<file path="src/hdl/safifo_ram.sv">
module safifo_ram #(
  parameter int WIDTH = 8,
  parameter int DEPTH = 16
) (
  input  logic                     clk,
  input  logic                     we,
  input  logic [$clog2(DEPTH)-1:0] waddr,
  input  logic [WIDTH-1:0]         wdata,
  input  logic                     re,
  input  logic [$clog2(DEPTH)-1:0] raddr,
  output logic [WIDTH-1:0]         rdata
);

  logic [WIDTH-1:0] mem_r [DEPTH];
  logic [WIDTH-1:0] rdata_r;

  always_ff @(posedge clk) begin
    if (we) begin
      mem_r[waddr] <= wdata;
    end
    if (re) begin
      rdata_r <= mem_r[raddr];
    end
  end

  assign rdata = rdata_r;

endmodule

</file>
<file path="config.mk">
export PLATFORM = sky130hd
export DESIGN_NAME = safifo_ram
export DESIGN_NICKNAME = d
export VERILOG_FILES = /design/src/hdl/safifo_ram.sv
export SDC_FILE = /design/constraint.sdc
export NUM_CORES = 1
export LEC_CHECK = 0
export ABC_CLOCK_PERIOD_IN_PS = 4900
export BUFFER_PORTS_ARGS = -buffer_cell sky130_fd_sc_hd__buf_2
export CAP_MARGIN = 20
export CELL_PAD_IN_SITES_DETAIL_PLACEMENT = 1
export CELL_PAD_IN_SITES_GLOBAL_PLACEMENT = 2
export CORE_MARGIN = 2
export CORE_UTILIZATION = 40
export CTS_BUF_LIST = sky130_fd_sc_hd__clkbuf_8 sky130_fd_sc_hd__clkbuf_16
export DETAILED_ROUTE_END_ITERATION = 12
export PLACE_DENSITY_LB_ADDON = 0.1
export SLEW_MARGIN = 20
export SYNTH_ARGS = -nofsm -noshare
export SYNTH_HDL_FRONTEND = slang
export SYNTH_SLANG_ARGS = --single-unit
</file>
<file path="constraint.sdc">
create_clock -name clk -period 4.9 [get_ports clk]
set_clock_uncertainty 0.05 [all_clocks]
set_input_delay 0.245 -clock clk [delete_from_list [all_inputs] [get_ports clk]]
set_output_delay 0.245 -clock clk [all_outputs]
set_load 0.02 [all_outputs]
</file>
=== Word level (Yosys, flattened, before mapping) ===
Memory sizes are Yosys's and may differ from the RTL's. A register that Yosys moved wholly into a read port is not among the register bits.
Index checks and enable logic that the tools add are counted.

* RAM bits: 128
* Word-level logic and storage cells: 3
* Output and inout bits: 8
* Memories: 1
* Bits in registers: 0
* Bits of input ports: 19

{| class="wikitable"
|+ Memories
! memory !! depth !! bits a word !! read ports !! clocked after Yosys merged registers in !! write ports !! line !! source
|-
| mem_r || 16 || 8 || 1 || 1 || 1 || 14 || <nowiki>logic [WIDTH-1:0] mem_r [DEPTH];</nowiki>
|}

* Multiplexer cells: 2

{| class="wikitable"
|+ Operators with widths
! operator !! count
|-
| $mux 1 || 2
|}

=== Longest topological paths before layout ===
* Depth in word-level cells: 2
* Mapped depth: 5
* Depth with buffers taken out: 3

=== Worst setup path before layout ===
OpenSTA, ideal clock, no wires.

* Path type: input -> register
* Start point: input waddr[2]
* End point: memory mem_r[0][0], enable pin
* Path slack: 3.112 ns
* Data arrival time: 1.355 ns
* Cell stages on the path: 2
* Path through: or3b_2 nor3_1

{| class="wikitable"
|+ RTL lines
! item !! line !! source
|-
| from (decl) || 7 || <nowiki>input logic [$clog2(DEPTH)-1:0] waddr,</nowiki>
|-
| to (decl) || 14 ||
|}

No word-level cell before the write port.

==> results_dict.tcl <==
set metrics [dict create \
    status "finished, final reports clean" \
    num_antenna_cells 0 \
    critPathLaunchType "input pin" \
    synthCells 229 \
    gp_congestion 0.688 \
    finalSetupViolCount 0 \
    hold_path.class "in2reg" \
    arrival_ps 2040 \
    yosys.area.top_type "edfxtp_1" \
    fmax_mhz 517 \
    min_to "rdata[3]" \
    drtAntennaViolNets 0 \
    die_area_sq_um 14000 \
    dp_hpwl_mm 6.59 \
    grt_pass1_vias 2531 \
    critPathKind "in2reg" \
    p_leak_nw 2.00 \
    path_cells "buf_2 > buf_4 > mux4_1 > a22oi_1 > nand2_1" \
    dp_slack_ps 2460 \
    clk_latency_ps 420 \
    fp.dieW_um 118 \
    critical-path-max-stage-delay_ps 590 \
    clockRootBuffer "clkbuf_16" \
    syn_area_per_cell_sq_um 22.8 \
    worstHoldPathCells 1 \
    syn_nets 248 \
    setup_tns_ps 0 \
    cts_tree "yes" \
    postCtsSetupBuffers 0 \
    hold_violations 0 \
    coreArea_sq_um 12700 \
    start_util 0.413 \
    multi_input_area_sq_um 1060 \
    synthArstFlopShare 0 \
    io_pins 27 \
    ctsHoldBuffers 0 \
    timing.final.ws_setup_ps 2960 \
    r2r_start "mem_r[6][0]" \
    dr.pass1.iters 4 \
    path_max_fanout 19 \
    grt_max_degree 33 \
    yosys-top-cells-count "edfxtp_1 (136), mux4_2 (18), a22oi_1 (16)" \
    synth-seq-cells 136 \
    cp-end-kind "flop" \
    totalWireLength_mm 10.4 \
    ir_worst_vdd_mv 0.231 \
    met3_usage 0.0430 \
    synth.top_cell.area_share 0.781 \
    crit_slowest_cell "mux4_1" \
    synth_area_leaders "edfxtp_1 (78%), mux4_2 (7.8%), mux4_1 (7.0%)" \
    min_period_ps 1940 \
    numClockSinks 136 \
    drc_errors 0 \
    use_met2 0.249 \
    syn2layout_area_growth_pct 15.6 \
    post_drt_via_cell_ratio 5.31 \
    htreeDepth 4 \
    cts_buffer_depth 2 \
    final_nets 287 \
    slew_violations 0 \
    cts-resized-gates 0 \
    row_count 41 \
    synth_edf_count 136 \
    worstHoldStart "re" \
    grt_pass1_wl_mm 15.7 \
    powerDensity_nw_per_um2 423 \
    die_h_um 118 \
    ff2ff_path_depth 3 \
    vias 2405 \
    busiest_layer "met2" \
    track_usage 0.161 \
    synth_flop_cell "edfxtp_1" \
    worst_pin_slew_ps 995 \
    wire_per_inst_um 23.0 \
    max_cap_violations 0 \
    syn_area_sq_um 5230 \
    synth_most_common_cell "edfxtp_1" \
    grt_setup_unrepaired "no" \
    synth-warning-count 0 \
    antenna_found_initial 0 \
    cp.required_ps 5000 \
    period_share 0.395 \
    r2r_setup_slack_ps 3370 \
    ys_types 18 \
    numPortBuffers 26 \
    numCtsBuffers 17 \
    clkTransAtPathRegs_ps 50 \
    max_slew_margin 0.334 \
    drive_gt1_frac 0.270 \
    nFillCells 1169 \
    regArea_sq_um 4080 \
    first_iter_violations 114 \
    synth-seq-area-share 0.781 \
    grt_overflow 0 \
    timing.rr.end "rdata[0]" \
    use_met1 0.216 \
]
[state kept, by name, indices dropped and copies added (netlist names)]
signal / count
rdata: 8
mem_r: 128
[stage by stage]
stage               hold WS [ps]  instances   util  area [sq um]  total power, mW
floorplan                    294        229      -          5230             1.41
global placement             588        421  0.436          5520             1.46
detailed placement           588        421  0.436          5520             1.47
CTS                          145        453  0.477          6040             2.58
global route                 152        453  0.477          6040             2.64
finish                       164        453  0.477          6040             2.56
[worst max-delay path by stage]
stage | from | to | slack, ps | cells after the start
after floorplan | waddr[2] | mem_r[0][0] | 3110 | 2
after global placement | raddr[0] | rdata[0] | 2480 | 5
after detailed placement | raddr[0] | rdata[4] | 2460 | 5
after CTS | raddr[0] | rdata[4] | 2900 | 5
after global routing | raddr[0] | rdata[4] | 2810 | 5
final | raddr[0] | rdata[4] | 2960 | 5
[report_power, final]
| group | leakage, nW | switching [mW] | internal [mW] |
|---|---|---|---|
| sequential | 1.24 | 0.00704 | 1.31 |
| clock | 0.268 | 0.442 | 0.677 |
| combinational | 0.495 | 0.0736 | 0.0461 |
[cell type report]
type	instances	area share
clock buffers	17	0.0704
clock inverters	15	0.0157
multi-input cells	83	0.176
flip-flops and latches	136	0.676
well taps	172	0.0356
repair buffers	30	0.0265
[cells by family after synthesis]
family,share of synthesized area
flip-flops,0.781
AND/OR/NAND/NOR,0.0314
multiplexers,0.148
AO/OA/AOI/OAI,0.0230
buffers and inverters,0.0165
[layout by cell type (no fill, tap or decap)]
cell type,Yosys,routed
nor3_2,0,1
nand2b_1,2,2
clkinv_2,0,7
mux4_1,14,14
nor3_1,4,3
nand2_1,9,9
nor2_1,13,13
a22oi_1,16,16
edfxtp_1,136,136
buf_2,3,26
clkbuf_16,0,17
or3b_2,1,1
nor2b_1,1,1
inv_1,0,2
nand3b_1,2,2
mux4_2,18,18
and2b_1,1,1
and2_1,1,1
buf_4,1,4
clkinvlp_4,0,1
clkinv_1,0,4
nand3_1,1,1
bufinv_16,0,1
[routing by layer]
| layer | vias up | share of wire |
|---|---|---|
| li1 | 1061 | - |
| met1 | 1269 | 0.45 |
| met2 | 60 | 0.49 |
| met3 | 15 | 0.047 |
| met4 | 0 | 0.017 |
| met5 | - | 0 |
[worst max-delay path, delay by kind of cell]
kind,cells,cell delay (ps)
buffers and inverters,2,800
and+or+nand+nor,1,100
muxes,1,590
AOI/OAI and AO/OA,1,280
(Power assumes the default switching activity.)
